**src/actuator_i2c_command_framer_core_macros.svh**
```systemverilog
// assertion macros for the actuator command framer
`ifndef ACTUATOR_I2C_COMMAND_FRAMER_CORE_MACROS_SVH
`define ACTUATOR_I2C_COMMAND_FRAMER_CORE_MACROS_SVH

`ifndef SYNTHESIS

// same-cycle implication, checked out of reset
`define AICF_ASSERT_IMP(lbl, clk, rst_n, ante, cons) \
  lbl: assert property (@(posedge clk) disable iff (!(rst_n)) (ante) |-> (cons)) \
    else $error("aicf: implication check failed");

// next-cycle implication, checked out of reset
`define AICF_ASSERT_NXT(lbl, clk, rst_n, ante, cons) \
  lbl: assert property (@(posedge clk) disable iff (!(rst_n)) (ante) |=> (cons)) \
    else $error("aicf: next-cycle check failed");

`else

`define AICF_ASSERT_IMP(lbl, clk, rst_n, ante, cons)
`define AICF_ASSERT_NXT(lbl, clk, rst_n, ante, cons)

`endif

`endif

```
**src/aicf_pkg.sv**
```systemverilog
`default_nettype none

package aicf_pkg;

  // configuration register indexes
  localparam int CFG_IDX_W = 2;
  localparam logic [CFG_IDX_W-1:0] REG_BUS_ADDRESS = 2'd0;
  localparam logic [CFG_IDX_W-1:0] REG_SERVO_MIN   = 2'd1;
  localparam logic [CFG_IDX_W-1:0] REG_SERVO_MAX   = 2'd2;
  localparam logic [CFG_IDX_W-1:0] REG_MOTOR_MAX   = 2'd3;
  localparam int CFG_DATA_W = 16;

  // reset values
  localparam logic [7:0]  RST_BUS_ADDRESS = 8'h80;
  localparam logic [15:0] RST_SERVO_MIN   = 16'd50;
  localparam logic [15:0] RST_SERVO_MAX   = 16'd250;
  localparam logic [15:0] RST_MOTOR_MAX   = 16'd1000;

  // request kinds
  localparam logic [1:0] REQ_SERVO = 2'd0;
  localparam logic [1:0] REQ_MOTOR = 2'd1;
  localparam logic [1:0] REQ_LIGHT = 2'd2;

  // light groups
  localparam logic [1:0] GRP_FRONT   = 2'd0;
  localparam logic [1:0] GRP_AMBIENT = 2'd1;
  localparam logic [1:0] GRP_REAR    = 2'd2;

  // command bytes
  localparam logic [7:0] CMD_MOTOR_INIT   = 8'h01;
  localparam logic [7:0] CMD_FILL         = 8'h00;
  localparam logic [7:0] CMD_FRONT_ON     = 8'h2D;
  localparam logic [7:0] CMD_FRONT_OFF    = 8'h2E;
  localparam logic [7:0] CMD_AMBIENT_ON   = 8'h36;
  localparam logic [7:0] CMD_AMBIENT_OFF  = 8'h37;
  localparam logic [7:0] CMD_REAR_A_ON    = 8'h30;
  localparam logic [7:0] CMD_REAR_A_OFF   = 8'h31;
  localparam logic [7:0] CMD_REAR_B_ON    = 8'h33;
  localparam logic [7:0] CMD_REAR_B_OFF   = 8'h34;

  localparam logic [7:0] SERVO_CMD [4] = '{8'h22, 8'h25, 8'h28, 8'h2B};
  localparam logic [7:0] MOTOR_CMD [4] = '{8'h05, 8'h09, 8'h0D, 8'h11};

  // byte sequencing
  localparam int MAX_BYTES = 12;
  localparam int IDX_W     = $clog2(MAX_BYTES);

  // queue between front and back
  localparam int QUEUE_DEPTH = 2;
  localparam int QPTR_W      = $clog2(QUEUE_DEPTH);
  localparam int QCNT_W      = $clog2(QUEUE_DEPTH + 1);

  // classified job kinds
  typedef enum logic [2:0] {
    OP_REJECT,
    OP_SERVO,
    OP_MOTOR,
    OP_MOTOR_INIT,
    OP_LIGHT,
    OP_LIGHT2
  } op_t;

  typedef struct packed {
    op_t         op;
    logic [7:0]  cmd0;
    logic [7:0]  cmd1;
    logic [15:0] val_a;
    logic [15:0] val_b;
  } job_t;

  typedef struct packed {
    logic [7:0] data;
    logic       start;
    logic       stop;
    logic       last;
    logic       status;
  } out_item_t;

  typedef struct packed {
    logic [15:0] servo_min;
    logic [15:0] servo_max;
    logic [15:0] motor_max;
  } limits_t;

  // handshake between queue and a neighbor
  typedef struct packed {
    logic valid;
    logic ready;
  } q_hs_t;

endpackage

`default_nettype wire

```
**src/aicf_front.sv**
```systemverilog
`default_nettype none

module aicf_front (
  input  wire logic             clk,
  input  wire logic             rst_n,
  input  wire logic             in_valid,
  output logic                  in_ready,
  input  wire logic [1:0]       in_req_type,
  input  wire logic [7:0]       in_channel,
  input  wire logic [15:0]      in_value_a,
  input  wire logic [15:0]      in_value_b,
  input  wire logic [1:0]       in_light_group,
  input  wire logic             in_light_on,
  input  wire aicf_pkg::limits_t limits,
  input  wire logic             push_ready,
  output aicf_pkg::q_hs_t       push_hs,
  output aicf_pkg::job_t        push_job,
  output logic                  motor_ready
);
  import aicf_pkg::*;

  logic       motor_ready_r;
  logic       motor_ready_nxt;
  logic       ch_ok;
  logic [1:0] ch_sel;
  logic       accept;
  job_t       job;

  assign in_ready = push_ready;
  assign accept   = in_valid && push_ready;

  assign ch_ok  = (in_channel >= 8'd1) && (in_channel <= 8'd4);
  assign ch_sel = in_channel[1:0] - 2'd1;

  always_comb begin
    job       = '0;
    job.op    = OP_REJECT;
    job.val_a = in_value_a;
    job.val_b = in_value_b;
    case (in_req_type)
      REQ_SERVO: begin
        if (ch_ok && (in_value_a >= limits.servo_min) && (in_value_a <= limits.servo_max)) begin
          job.op   = OP_SERVO;
          job.cmd0 = SERVO_CMD[ch_sel];
        end
      end
      REQ_MOTOR: begin
        if (ch_ok && (in_value_a <= limits.motor_max) && (in_value_b <= limits.motor_max)) begin
          job.op   = motor_ready_r ? OP_MOTOR : OP_MOTOR_INIT;
          job.cmd0 = MOTOR_CMD[ch_sel];
        end
      end
      REQ_LIGHT: begin
        case (in_light_group)
          GRP_FRONT: begin
            job.op   = OP_LIGHT;
            job.cmd0 = in_light_on ? CMD_FRONT_ON : CMD_FRONT_OFF;
          end
          GRP_AMBIENT: begin
            job.op   = OP_LIGHT;
            job.cmd0 = in_light_on ? CMD_AMBIENT_ON : CMD_AMBIENT_OFF;
          end
          GRP_REAR: begin
            job.op   = OP_LIGHT2;
            job.cmd0 = in_light_on ? CMD_REAR_A_ON : CMD_REAR_A_OFF;
            job.cmd1 = in_light_on ? CMD_REAR_B_ON : CMD_REAR_B_OFF;
          end
          default: job.op = OP_REJECT;
        endcase
      end
      default: job.op = OP_REJECT;
    endcase
  end

  // init frame goes out once, with the first motor request that passes
  assign motor_ready_nxt = motor_ready_r || (accept && (job.op == OP_MOTOR_INIT));

  always_ff @(posedge clk) begin
    if (!rst_n) begin
      motor_ready_r <= 1'b0;
    end else begin
      motor_ready_r <= motor_ready_nxt;
    end
  end

  assign push_hs.valid = in_valid;
  assign push_hs.ready = push_ready;
  assign push_job      = job;
  assign motor_ready   = motor_ready_r;

endmodule

`default_nettype wire

```
**src/aicf_queue.sv**
```systemverilog
`default_nettype none

module aicf_queue (
  input  wire logic            clk,
  input  wire logic            rst_n,
  input  wire aicf_pkg::q_hs_t push_hs,
  input  wire aicf_pkg::job_t  push_job,
  output logic                 push_ready,
  output logic                 pop_valid,
  input  wire logic            pop_ready,
  output aicf_pkg::job_t       pop_job
);
  import aicf_pkg::*;

  job_t              mem_r [QUEUE_DEPTH];
  logic [QPTR_W-1:0] wr_ptr_r;
  logic [QPTR_W-1:0] rd_ptr_r;
  logic [QCNT_W-1:0] count_r;
  logic              do_push;
  logic              do_pop;

  assign push_ready = (count_r != QCNT_W'(QUEUE_DEPTH));
  assign pop_valid  = (count_r != '0);
  assign pop_job    = mem_r[rd_ptr_r];

  assign do_push = push_hs.valid && push_hs.ready;
  assign do_pop  = pop_valid && pop_ready;

  always_ff @(posedge clk) begin
    if (do_push) begin
      mem_r[wr_ptr_r] <= push_job;
    end
  end

  always_ff @(posedge clk) begin
    if (!rst_n) begin
      wr_ptr_r <= '0;
      rd_ptr_r <= '0;
      count_r  <= '0;
    end else begin
      if (do_push) begin
        wr_ptr_r <= (wr_ptr_r == QPTR_W'(QUEUE_DEPTH - 1)) ? '0 : wr_ptr_r + 1'b1;
      end
      if (do_pop) begin
        rd_ptr_r <= (rd_ptr_r == QPTR_W'(QUEUE_DEPTH - 1)) ? '0 : rd_ptr_r + 1'b1;
      end
      case ({do_push, do_pop})
        2'b10:   count_r <= count_r + 1'b1;
        2'b01:   count_r <= count_r - 1'b1;
        default: count_r <= count_r;
      endcase
    end
  end

endmodule

`default_nettype wire

```
**src/aicf_back.sv**
```systemverilog
`default_nettype none

module aicf_back (
  input  wire logic           clk,
  input  wire logic           rst_n,
  input  wire logic [7:0]     bus_address,
  input  wire logic           job_valid,
  input  wire aicf_pkg::job_t job,
  output logic                job_done,
  output logic                out_valid,
  input  wire logic           out_ready,
  output aicf_pkg::out_item_t out_item
);
  import aicf_pkg::*;

  logic [IDX_W-1:0] idx_r;
  logic [IDX_W-1:0] idx_nxt;
  logic [IDX_W-1:0] idx_m3;
  logic [IDX_W-1:0] idx_m6;
  logic             out_valid_r;
  out_item_t        out_item_r;
  out_item_t        item;
  logic             load_ok;
  logic             emit;
  logic             is_long;
  logic [2:0]       pos;
  logic [2:0]       flen;
  logic [7:0]       scmd;
  logic             is_last;

  assign idx_m3 = idx_r - IDX_W'(3);
  assign idx_m6 = idx_r - IDX_W'(6);

  // pick the frame and byte position for this step of the job
  always_comb begin
    is_long = 1'b0;
    pos     = idx_r[2:0];
    flen    = 3'd3;
    scmd    = job.cmd0;
    is_last = 1'b0;
    case (job.op)
      OP_REJECT: begin
        is_last = 1'b1;
      end
      OP_LIGHT: begin
        is_last = (idx_r == IDX_W'(2));
      end
      OP_LIGHT2: begin
        if (idx_r >= IDX_W'(3)) begin
          pos  = idx_m3[2:0];
          scmd = job.cmd1;
        end
        is_last = (idx_r == IDX_W'(5));
      end
      OP_SERVO: begin
        if (idx_r >= IDX_W'(3)) begin
          is_long = 1'b1;
          pos     = idx_m3[2:0];
          flen    = 3'd4;
        end
        is_last = (idx_r == IDX_W'(6));
      end
      OP_MOTOR: begin
        if (idx_r >= IDX_W'(3)) begin
          is_long = 1'b1;
          pos     = idx_m3[2:0];
          flen    = 3'd6;
        end
        is_last = (idx_r == IDX_W'(8));
      end
      OP_MOTOR_INIT: begin
        if (idx_r < IDX_W'(3)) begin
          scmd = CMD_MOTOR_INIT;
        end else if (idx_r < IDX_W'(6)) begin
          pos = idx_m3[2:0];
        end else begin
          is_long = 1'b1;
          pos     = idx_m6[2:0];
          flen    = 3'd6;
        end
        is_last = (idx_r == IDX_W'(MAX_BYTES - 1));
      end
      default: begin
        is_last = 1'b1;
      end
    endcase
  end

  always_comb begin
    item        = '0;
    item.last   = is_last;
    if (job.op == OP_REJECT) begin
      item.status = 1'b1;
    end else begin
      item.start = (pos == 3'd0);
      item.stop  = (pos == flen - 3'd1);
      if (is_long) begin
        case (pos)
          3'd0:    item.data = bus_address;
          3'd1:    item.data = job.cmd0;
          3'd2:    item.data = job.val_a[15:8];
          3'd3:    item.data = job.val_a[7:0];
          3'd4:    item.data = job.val_b[15:8];
          3'd5:    item.data = job.val_b[7:0];
          default: item.data = CMD_FILL;
        endcase
      end else begin
        case (pos)
          3'd0:    item.data = bus_address;
          3'd2:    item.data = scmd;
          default: item.data = CMD_FILL;
        endcase
      end
    end
  end

  assign load_ok  = !out_valid_r || out_ready;
  assign emit     = job_valid && load_ok;
  assign job_done = emit && is_last;
  assign idx_nxt  = job_done ? '0 : (emit ? idx_r + 1'b1 : idx_r);

  always_ff @(posedge clk) begin
    if (!rst_n) begin
      idx_r       <= '0;
      out_valid_r <= 1'b0;
    end else begin
      idx_r <= idx_nxt;
      if (emit) begin
        out_valid_r <= 1'b1;
      end else if (out_ready) begin
        out_valid_r <= 1'b0;
      end
    end
  end

  always_ff @(posedge clk) begin
    if (emit) begin
      out_item_r <= item;
    end
  end

  assign out_valid = out_valid_r;
  assign out_item  = out_item_r;

endmodule

`default_nettype wire

```
**src/actuator_i2c_command_framer_core.sv**
```systemverilog
`default_nettype none
`include "actuator_i2c_command_framer_core_macros.svh"

// actuator command framer: each accepted request becomes the bytes of its bus
// write frames, one result transaction per byte, with start and stop marks and
// a last flag on the final byte of the request. a rejected request gives one
// transaction with status set and a zero byte. a request yields 1 to 12 bytes
// (12 for the first motor request with its init frame), and the output carries
// one byte per cycle while out_ready stays high. the front takes a new request
// every cycle while the two-entry queue has room, and back-to-back requests
// stream with no gap between them. an accepted request is first written into
// the queue, and its first byte is then registered into the output register.
// configuration is written through cfg_wr_en/cfg_index/cfg_data and must only
// change while idle.
module actuator_i2c_command_framer_core (
  input  wire logic                               clk,
  input  wire logic                               rst_n,
  // request channel
  input  wire logic                               in_valid,
  output logic                                    in_ready,
  input  wire logic [1:0]                         in_req_type,
  input  wire logic [7:0]                         in_channel,
  input  wire logic [15:0]                        in_value_a,
  input  wire logic [15:0]                        in_value_b,
  input  wire logic [1:0]                         in_light_group,
  input  wire logic                               in_light_on,
  // byte channel
  output logic                                    out_valid,
  input  wire logic                               out_ready,
  output logic [7:0]                              out_byte,
  output logic                                    out_frame_start,
  output logic                                    out_frame_stop,
  output logic                                    out_last,
  output logic                                    out_status,
  // configuration writes
  input  wire logic                               cfg_wr_en,
  input  wire logic [aicf_pkg::CFG_IDX_W-1:0]     cfg_index,
  input  wire logic [aicf_pkg::CFG_DATA_W-1:0]    cfg_data
);
  import aicf_pkg::*;

  // configuration registers
  logic [7:0]  bus_address_r;
  logic [15:0] servo_min_r;
  logic [15:0] servo_max_r;
  logic [15:0] motor_max_r;
  limits_t     limits;

  // front to queue
  q_hs_t       push_hs;
  job_t        push_job;
  logic        push_ready;
  logic        motor_ready;

  // queue to back
  logic        q_valid;
  job_t        q_job;
  logic        job_done;
  out_item_t   out_item;

  always_ff @(posedge clk) begin
    if (!rst_n) begin
      bus_address_r <= RST_BUS_ADDRESS;
      servo_min_r   <= RST_SERVO_MIN;
      servo_max_r   <= RST_SERVO_MAX;
      motor_max_r   <= RST_MOTOR_MAX;
    end else if (cfg_wr_en) begin
      case (cfg_index)
        REG_BUS_ADDRESS: bus_address_r <= cfg_data[7:0];
        REG_SERVO_MIN:   servo_min_r   <= cfg_data;
        REG_SERVO_MAX:   servo_max_r   <= cfg_data;
        REG_MOTOR_MAX:   motor_max_r   <= cfg_data;
        default:         bus_address_r <= bus_address_r;
      endcase
    end
  end

  assign limits.servo_min = servo_min_r;
  assign limits.servo_max = servo_max_r;
  assign limits.motor_max = motor_max_r;

  // front: range checks and command lookup, tracks the motor init frame
  aicf_front u_front (
    .clk            (clk),
    .rst_n          (rst_n),
    .in_valid       (in_valid),
    .in_ready       (in_ready),
    .in_req_type    (in_req_type),
    .in_channel     (in_channel),
    .in_value_a     (in_value_a),
    .in_value_b     (in_value_b),
    .in_light_group (in_light_group),
    .in_light_on    (in_light_on),
    .limits         (limits),
    .push_ready     (push_ready),
    .push_hs        (push_hs),
    .push_job       (push_job),
    .motor_ready    (motor_ready)
  );

  // classified jobs wait here so front and back stall independently
  aicf_queue u_queue (
    .clk        (clk),
    .rst_n      (rst_n),
    .push_hs    (push_hs),
    .push_job   (push_job),
    .push_ready (push_ready),
    .pop_valid  (q_valid),
    .pop_ready  (job_done),
    .pop_job    (q_job)
  );

  // back: walks the job byte by byte into the output register
  aicf_back u_back (
    .clk         (clk),
    .rst_n       (rst_n),
    .bus_address (bus_address_r),
    .job_valid   (q_valid),
    .job         (q_job),
    .job_done    (job_done),
    .out_valid   (out_valid),
    .out_ready   (out_ready),
    .out_item    (out_item)
  );

  assign out_byte        = out_item.data;
  assign out_frame_start = out_item.start;
  assign out_frame_stop  = out_item.stop;
  assign out_last        = out_item.last;
  assign out_status      = out_item.status;

  // an accepted request is always waiting in the queue on the next cycle
  `AICF_ASSERT_NXT(a_accept_queued, clk, rst_n, in_valid && in_ready, q_valid)

  // once the init frame has been scheduled it is never scheduled again
  `AICF_ASSERT_NXT(a_motor_ready_sticky, clk, rst_n, motor_ready, motor_ready)

  // a rejection is a single bare transaction
  `AICF_ASSERT_IMP(a_reject_single, clk, rst_n, out_valid && out_status,
    out_last && !out_frame_start && !out_frame_stop && (out_byte == CMD_FILL))

endmodule

`default_nettype wire
```
**config.mk**
```make
export PLATFORM = sky130hd
export DESIGN_NAME = actuator_i2c_command_framer_core
export DESIGN_NICKNAME = d
export VERILOG_FILES = /design/src/aicf_pkg.sv /design/src/aicf_front.sv /design/src/aicf_queue.sv /design/src/aicf_back.sv /design/src/actuator_i2c_command_framer_core.sv
export VERILOG_INCLUDE_DIRS = /design/src /design/src/src
export SDC_FILE = /design/constraint.sdc
export NUM_CORES = 1
export LEC_CHECK = 0
export BUFFER_PORTS_ARGS = -buffer_cell sky130_fd_sc_hd__buf_2
export CAP_MARGIN = 20
export CORE_MARGIN = 2
export CORE_UTILIZATION = 54
export CTS_CLUSTER_DIAMETER = 100
export DETAILED_ROUTE_END_ITERATION = 6
export HOLD_SLACK_MARGIN = 0.15
export MAX_ROUTING_LAYER = met4
export PLACE_DENSITY_LB_ADDON = 0.05
export SKIP_CTS_REPAIR_TIMING = 1
export SYNTH_ARGS = -nofsm -noshare
export SYNTH_HDL_FRONTEND = slang
export SYNTH_SLANG_ARGS = --single-unit
```
**constraint.sdc**
```tcl
create_clock -name clk -period 2.85 [get_ports clk]
set_input_delay 0.1425 -clock clk [delete_from_list [all_inputs] [get_ports clk]]
set_output_delay 0.1425 -clock clk [all_outputs]
set_load 0.01 [all_outputs]
```
==> key figures, run 1 <==
Drt
  – Met1 wire length: approximately 10000 µm
  – Vias per cell: 5.67
  – Antenna viol nets, final: 0
  – Met2 WL: 11100 µm
  – First-pass iteration count of the detailed router: 5
  – Met3 Wirelength: about 1200 µm
  – Number of remaining DRC errors: 0
  – Routed length per instance: approximately 19 µm
  – Max layer used: met4
  – Routed WL: 22900 µm
  – Via count: 6952
  – 1st-iter DRT viols: 562

Timing
  – Worst Skew: between 0.009 and 0.01 ns
  – Slew Limit Fails: 0
  – Max Clk Rate: 0.366 GHz
  – Fin. Hold Viols: 0
  – Final worst-path setup slack: roughly 0.12 ns
  – Worst-Margin Slew: 0.915 ns
  – Worst slew margin: 39.0%
  – Final period utilization: a little over nine tenths
  – Tmin final: around 2.7 ns
  – Setup TNS: 0 ns
  – Final setup fails: 0

Logic synthesis
  – Syn_nets: 984
  – Syn Inst Count: 838
  – Number of synthesized register bits: 167
  – Most frequent cell after synthesis: nand2_1
  – Leading area contributor after synthesis: edfxtp_1
  – EDFF count, synth: 100
  – Synth unique cells: 66
  – Mean Syn Cell Area: 10.8 µm²
  – Area share of the largest cell type after synthesis: 33.2%
  – Largest cells by area after synthesis: edfxtp_1 33%, dfxtp_1 15%, ha_1 11%
  – Commonest cells in the netlist: 114 x nand2_1, 100 x edfxtp_1, 78 x ha_1
  – Post-synthesis sequential area ratio: between 40% and 50%
  – Syn Std Cell Area: between 0.009 and 0.01 mm²
  – Fraction of registers with async set/reset: 0%
  – Yosys warnings: 0
  – Dominant synthesized flop cell: edfxtp_1

Clocking
  – CTS tree: done
  – H-tree Lvls: 4
  – Clk root buf: clkbuf_16
  – Worst-path clk slew: ~0.07 ns
  – Worst skew pair latency: 0.42 ns
  – Clock sinks: 167
  – Clock Path Buffers: 2
  – CTS Buf Count: 17

Critical path
  – Crit. End Element: flop
  – CP max stage delay: approximately 0.38 ns
  – Most common cell on crit path: buf_4
  – Critical Path Start Type: flop
  – CP arrival: 2.90 ns
  – Setup CP Type: reg2reg
  – CP max FO: 7
  – CP max-delay cell: dfxtp_4
  – Worst path buffer plus inverter count: 2
  – WP data required: 3.02 ns
  – Top delay family on crit path: compound AO/OA/AOI/OAI gates
  – Crit path cell chain: mux2i_4 -> buf_4 -> a21oi_2 -> buf_4 -> o211ai_1 -> and2_1 -> nor2_1 -> a221oi_2 -> a21oi_1 -> a32o_1

Floorplanning
  – Die area: 0.0178 mm²
  – I/O pin count: 82
  – Core area: 0.0165 mm²
  – Initial core utilization: 54.9%
  – Row cnt: 47
  – Die boundary width: 133 µm
  – Die height: 133 µm

Cells and area
  – ANT cells: 0
  – Syn-to-layout area delta: 21.7%
  – Post-route cell area: between 0.01 and 0.015 mm²
  – Fillers: about 1300
  – Nets: 1139
  – Share of cells above drive strength 1: 19.3%
  – Post-Layout Cell Count: between 1000 and 1500

Global route
  – Aggregate global-route resource usage: 26.3%
  – Initial antenna violation count: 0
  – Vias in the first global route: 6319
  – Overflow after GRT: 0
  – Largest net degree at the start of global routing: between 40 and 50
  – Wire length of the first global-routing pass: 34400 µm

Min path
  – Worst Hold Class: in2reg

Power
  – Peak VDD IR: 0.460 mV
  – Clock power frac: roughly 29%
  – Comb pwr share: 33.0%
  – Int Pwr: 5490 µW
  – Flop pwr share: about two fifths
  – Sw Share: 32.3%
  – Leak pwr: 0.00435 µW
  – Total power: 8110 µW
  – Pwr Density: roughly 740 mW/mm²
  – Net switching power: 2620 µW

Job
  – Max-Cap Viols: 0

Placement
  – Post-placement cell count: about 1100
  – Post-DP Area: ~0.0098 mm²
  – Port Buffers: 81
  – Dpl hpwl: 17100 µm
  – Pre-CTS setup slack: -0.0328 ns
  – GPL Wtd Cong: 0.947

Status
  – Outcome: completed
[flip-flops by register name (all words and copies together) (netlist names), named ones only]
register	count
motor_max_r	16
u_queue.count_r	2
servo_min_r	16
u_queue.mem_r	88
u_back.idx_r	4
servo_max_r	16
u_back.out_valid	1
u_queue.rd_ptr_r	1
u_queue.wr_ptr_r	1
u_front.motor_ready	1
u_back.out_item	12
bus_address_r	8
[placed cells by master, fill, tap and decap left out, types with 13 or more instances in the layout]
| master | Yosys | final |
|---|---|---|
| a21boi_0 | 34 | 34 |
| a21o_1 | 21 | 21 |
| a21oi_1 | 34 | 33 |
| buf_2 | 7 | 81 |
| buf_4 | 0 | 35 |
| clkbuf_16 | 0 | 17 |
| dfxtp_1 | 67 | 66 |
| dlygate4sd3_1 | 0 | 51 |
| edfxtp_1 | 100 | 100 |
| ha_1 | 78 | 78 |
| inv_1 | 58 | 58 |
| mux2i_1 | 27 | 26 |
| nand2_1 | 114 | 114 |
| nand3_1 | 13 | 13 |
| nand4_1 | 17 | 17 |
| nor2_1 | 29 | 27 |
| nor2b_1 | 15 | 15 |
| o211ai_1 | 26 | 26 |
| o21ai_0 | 20 | 20 |
[worst register-to-register path, stage by stage (launching register included)]
cell and delay (ns):
dfxtp_4 0.38, mux2i_4 0.36, buf_4 0.21, a21oi_2 0.06
buf_4 0.16, o211ai_1 0.14, and2_1 0.30, nor2_1 0.18
a221oi_2 0.32, a21oi_1 0.09, a32o_1 0.27
[power groups by stage]
stage | Sequential (µW) | Combinational [µW] | Clock, µW
2_1_floorplan | 3160 | 1700 | 0
3_3_place_gp | 3140 | 2450 | 0
3_5_place_dp | 3160 | 2490 | 0
4_1_cts | 3110 | 2500 | 2330
5_1_grt | 3140 | 2910 | 2450
6_report | 3110 | 2680 | 2320
[logic make-up (layout without fill, tap and decap cells)]
kind of cell / after synthesis / count (layout) / share of synthesized area, %
and+or+nand+nor: 244 / 244 / 12.8
AOI/OAI and AO/OA: 193 / 193 / 15.3
DFF: 167 / 167 / 48.0
buffers and inverters: 92 / 260 / 4.29
adders and majority gates: 78 / 78 / 10.8
muxes: 53 / 53 / 7.83
xor gates and xnor gates: 11 / 11 / 1.06
[worst paths after layout]
kind                           startpoint                          endpoint  slack (ns)  depth (start not counted)
min reg2reg  motor_max_r[13]$_SDFFE_PN0P_      motor_max_r[13]$_SDFFE_PN0P_        0.47                          2
max                                  flop  u_back.out_item[5]$_SDFFCE_PP0P_        0.12                         10
min                        in_req_type[1]    u_queue.mem_r[0][44]$_DFFE_PP_        0.16                          2
max reg2reg                          flop  u_back.out_item[5]$_SDFFCE_PP0P_        0.12                         10
[routing by layer]
metal	GRT usage [%]	vias to the layer above
li1	-	3373
met4	5.97	0
met2	41.4	225
met5	-	-
met1	36.3	3335
met3	4.19	19
[layout make-up]
type / count / area (µm²) / share of cell area, %
timing repair buffer: 169 / 1200 / 10.9
inverter: 59 / 221 / 2.01
clock inverter: 12 / 151 / 1.38
sequential: 167 / 4350 / 39.5
clock buffer: 20 / 437 / 3.97
multi-input combinational: 579 / 4380 / 39.7
tap: 220 / 275 / 2.50
[metrics by stage]
stage	hold slack, ns	utilization (%)
6_report	0.157	66.9
5_1_grt	0.168	66.9
4_1_cts	-0.0774	63.3
3_5_place_dp	0.358	59.7
3_3_place_gp	0.353	59.7
2_1_floorplan	0.241	-
Power figures use the tool's default switching activity.
==> run 2, diff against run 1 <==
--- a/config.mk
+++ b/config.mk
@@ -9,7 +9,7 @@
 export BUFFER_PORTS_ARGS = -buffer_cell sky130_fd_sc_hd__buf_2
 export CAP_MARGIN = 20
 export CORE_MARGIN = 2
-export CORE_UTILIZATION = 54
+export CORE_UTILIZATION = 55
 export CTS_CLUSTER_DIAMETER = 100
 export DETAILED_ROUTE_END_ITERATION = 6
 export HOLD_SLACK_MARGIN = 0.15
@@ -18,4 +18,5 @@
 export SKIP_CTS_REPAIR_TIMING = 1
 export SYNTH_ARGS = -nofsm -noshare
 export SYNTH_HDL_FRONTEND = slang
+export SYNTH_HIERARCHICAL = 1
 export SYNTH_SLANG_ARGS = --single-unit
==> key figures, run 2 <==
Timing
  – Worst slew margin: 37.8%
  – Setup TNS: 0 ns
  – Fin. Hold Viols: 0
  – RSZ-0062 raised after global routing: false
  – Final worst-path setup slack: 0.116 ns
  – Slew Limit Fails: 0
  – Worst Skew: 0.0101 ns
  – Final period utilization: 95.9%
  – Max Clk Rate: 0.366 GHz
  – Tmin final: 2.73 ns
  – Final setup fails: 0
  – Worst-Margin Slew: 0.930 ns

Floorplanning
  – Initial core utilization: 56.0%
  – I/O pin count: 82
  – Die boundary width: 139 µm
  – Die area: just under 0.02 mm²
  – Die height: 139 µm
  – Core area: 0.0180 mm²
  – Row cnt: 49

Clocking
  – Worst-path clk slew: 0.07 ns
  – CTS Buf Count: 17
  – Clock Path Buffers: 2
  – CTS tree: done
  – Clk root buf: clkbuf_16
  – Clock sinks: 181
  – Worst skew pair latency: approximately 0.43 ns
  – H-tree Lvls: 4

Logic synthesis
  – EDFF count, synth: 114
  – Fraction of registers with async set/reset: 0%
  – Number of synthesized register bits: around 180
  – Mean Syn Cell Area: between 10 and 15 µm²
  – Syn Std Cell Area: 0.0101 mm²
  – Post-synthesis sequential area ratio: 47.4%
  – Area share of the largest cell type after synthesis: 34.0%
  – Synth unique cells: a little under 80
  – Most frequent cell after synthesis: edfxtp_1
  – Syn Inst Count: 914
  – Dominant synthesized flop cell: edfxtp_1
  – Commonest cells in the netlist: 114 x edfxtp_1, 94 x nand2_1, 79 x ha_1
  – Leading area contributor after synthesis: edfxtp_1
  – Yosys warnings: 6
  – Largest cells by area after synthesis: edfxtp_1 34%, dfxtp_1 13%, ha_1 9.8%

Global route
  – Wire length of the first global-routing pass: 35700 µm
  – Overflow after GRT: 0
  – Largest net degree at the start of global routing: 52
  – Vias in the first global route: 6708
  – Initial antenna violation count: 0
  – Aggregate global-route resource usage: 24.6%

Drt
  – Via count: approximately 7000
  – Antenna viol nets, final: 0
  – First-pass iteration count of the detailed router: 6
  – 1st-iter DRT viols: 312
  – Routed WL: about 23000 µm
  – Routed length per instance: 18.6 µm
  – Number of remaining DRC errors: 0
  – Vias per cell: around 5.6

Cells and area
  – Share of cells above drive strength 1: 15.4%
  – Post-route cell area: between 0.01 and 0.015 mm²
  – Commonest cells after routing, fill and taps aside: 114 x edfxtp_1, 94 x nand2_1, 81 x buf_2, 78 x ha_1, 77 x mux2i_1
  – Post-Layout Cell Count: 1258
  – ANT cells: 0
  – Most common cell after layout, fill and taps aside: edfxtp_1
  – Nets: 1163
  – Most flop-heavy register: u_queue/mem_r
  – Max FFs per register: 102
  – Syn-to-layout area delta: 15.3%

Min path
  – Worst Hold Class: in2reg

Critical path
  – CP max stage delay: 0.44 ns
  – Crit. End Element: flop
  – Worst path buffer plus inverter count: 0
  – CP max FO: 20
  – CP max-delay cell: o32a_1
  – Top delay family on crit path: simple AND/OR/NAND/NOR gates
  – WP data required: 3.02 ns
  – Crit path cell chain: mux2_4 -> or2_1 -> and4_4 -> o32a_1 -> and4bb_1 -> and2_0 -> a221o_1
  – Critical Path Start Type: flop
  – Setup CP Type: reg2reg
  – CP arrival: 2.90 ns

Power
  – Peak VDD IR: 0.465 mV
  – Pwr Density: 649 mW/mm²
  – Leak pwr: 0.00480 µW

Placement
  – GPL Wtd Cong: 0.869
  – Port Buffers: 81
  – Post-DP Area: ~0.010 mm²
  – Post-placement cell count: 1169
  – Pre-CTS setup slack: 0.0428 ns
  – Dpl hpwl: 17300 µm

Job
  – Max-Cap Viols: 0

Status
  – Outcome: completed
==> run 2: cell types whose count changed in the layout (fill, tap and decap cells not counted), moves of 9 or more <==
cell      change
nor2b_1      +16
inv_1        +10
o211ai_1     -17
buf_4        -10
o21ai_0      -10
mux2i_1      +51
mux2_1       +49
a21boi_0     -31
edfxtp_1     +14
nand2_1      -20
a21o_1       -21
mux2_2        -9
mux4_2       -11
==> run 2: worst register-to-register path: stages, from the launching register on <==
cell and delay [ns]:
dfxtp_2 0.37, mux2_4 0.40, or2_1 0.30, and4_4 0.19, o32a_1 0.44, and4bb_1 0.33
and2_0 0.20, a221o_1 0.26
==> run 2: layer usage <==
layer,share of wire [%],GRT usage (%),vias to the layer above
met5,0,-,-
met4,2.2,7.81,0
met3,2.9,3.54,31
met2,48,38.5,155
met1,47,33.2,3401
li1,-,-,3451
==> run 2: power by group <==
| group | leakage, µW | switching, µW | internal, µW |
|---|---|---|---|
| Sequential | 0.00163 | 104 | 3160 |
| Combinational | 0.00289 | 1150 | 837 |
| Clock | 0.000282 | 1050 | 1230 |
==> run 2: area by class of cell <==
| cell class | count | area (µm²) |
|---|---|---|
| clock buffer | 18 | 429 |
| clock inverter | 14 | 145 |
| fill | 1393 | 6360 |
| inverter | 69 | 259 |
| multi-input combinational | 586 | 4560 |
| sequential | 181 | 4770 |
| tap | 229 | 287 |
| timing repair buffer | 161 | 1150 |
==> run 2: worst paths after layout <==
| check | end | slack (ns) | from | depth (start not counted) |
|---|---|---|---|---|
| setup / recovery | u_back/out_item[4]$_SDFFCE_PP0P_ | 0.12 | flop | 7 |
| hold / removal | u_queue/mem_r[1][42]$_DFFE_PP_ | 0.15 | in_req_type[1] | 2 |
| setup reg to reg | u_back/out_item[4]$_SDFFCE_PP0P_ | 0.12 | flop | 7 |
| hold reg to reg | motor_max_r[10]$_SDFFE_PN0P_ | 0.46 | motor_max_r[10]$_SDFFE_PN0P_ | 2 |
==> run 2: kinds of logic (layout without fill, tap and decap cells) <==
family / Yosys count / count (layout) / synth area share (%)
buf+inv: 151 / 262 / 7.82
xor+xnor: 11 / 11 / 1.03
mux: 129 / 129 / 13.5
compound gates: 130 / 130 / 8.95
fa+ha+maj: 79 / 79 / 9.82
simple gates: 232 / 232 / 11.5
flops: 181 / 181 / 47.4
other cells: 1 / 5 / 0.0373
==> run 2: through the flow <==
step                      hold slack [ns]  total power, µW  utilization, %
final                               0.147             7530            64.6
after global routing                0.151             7890            64.6
after detailed placement            0.362             5200            58.2
after global placement              0.351             5150            58.2
after floorplan                     0.260             4660               -
after CTS                         -0.0904             7490            61.4
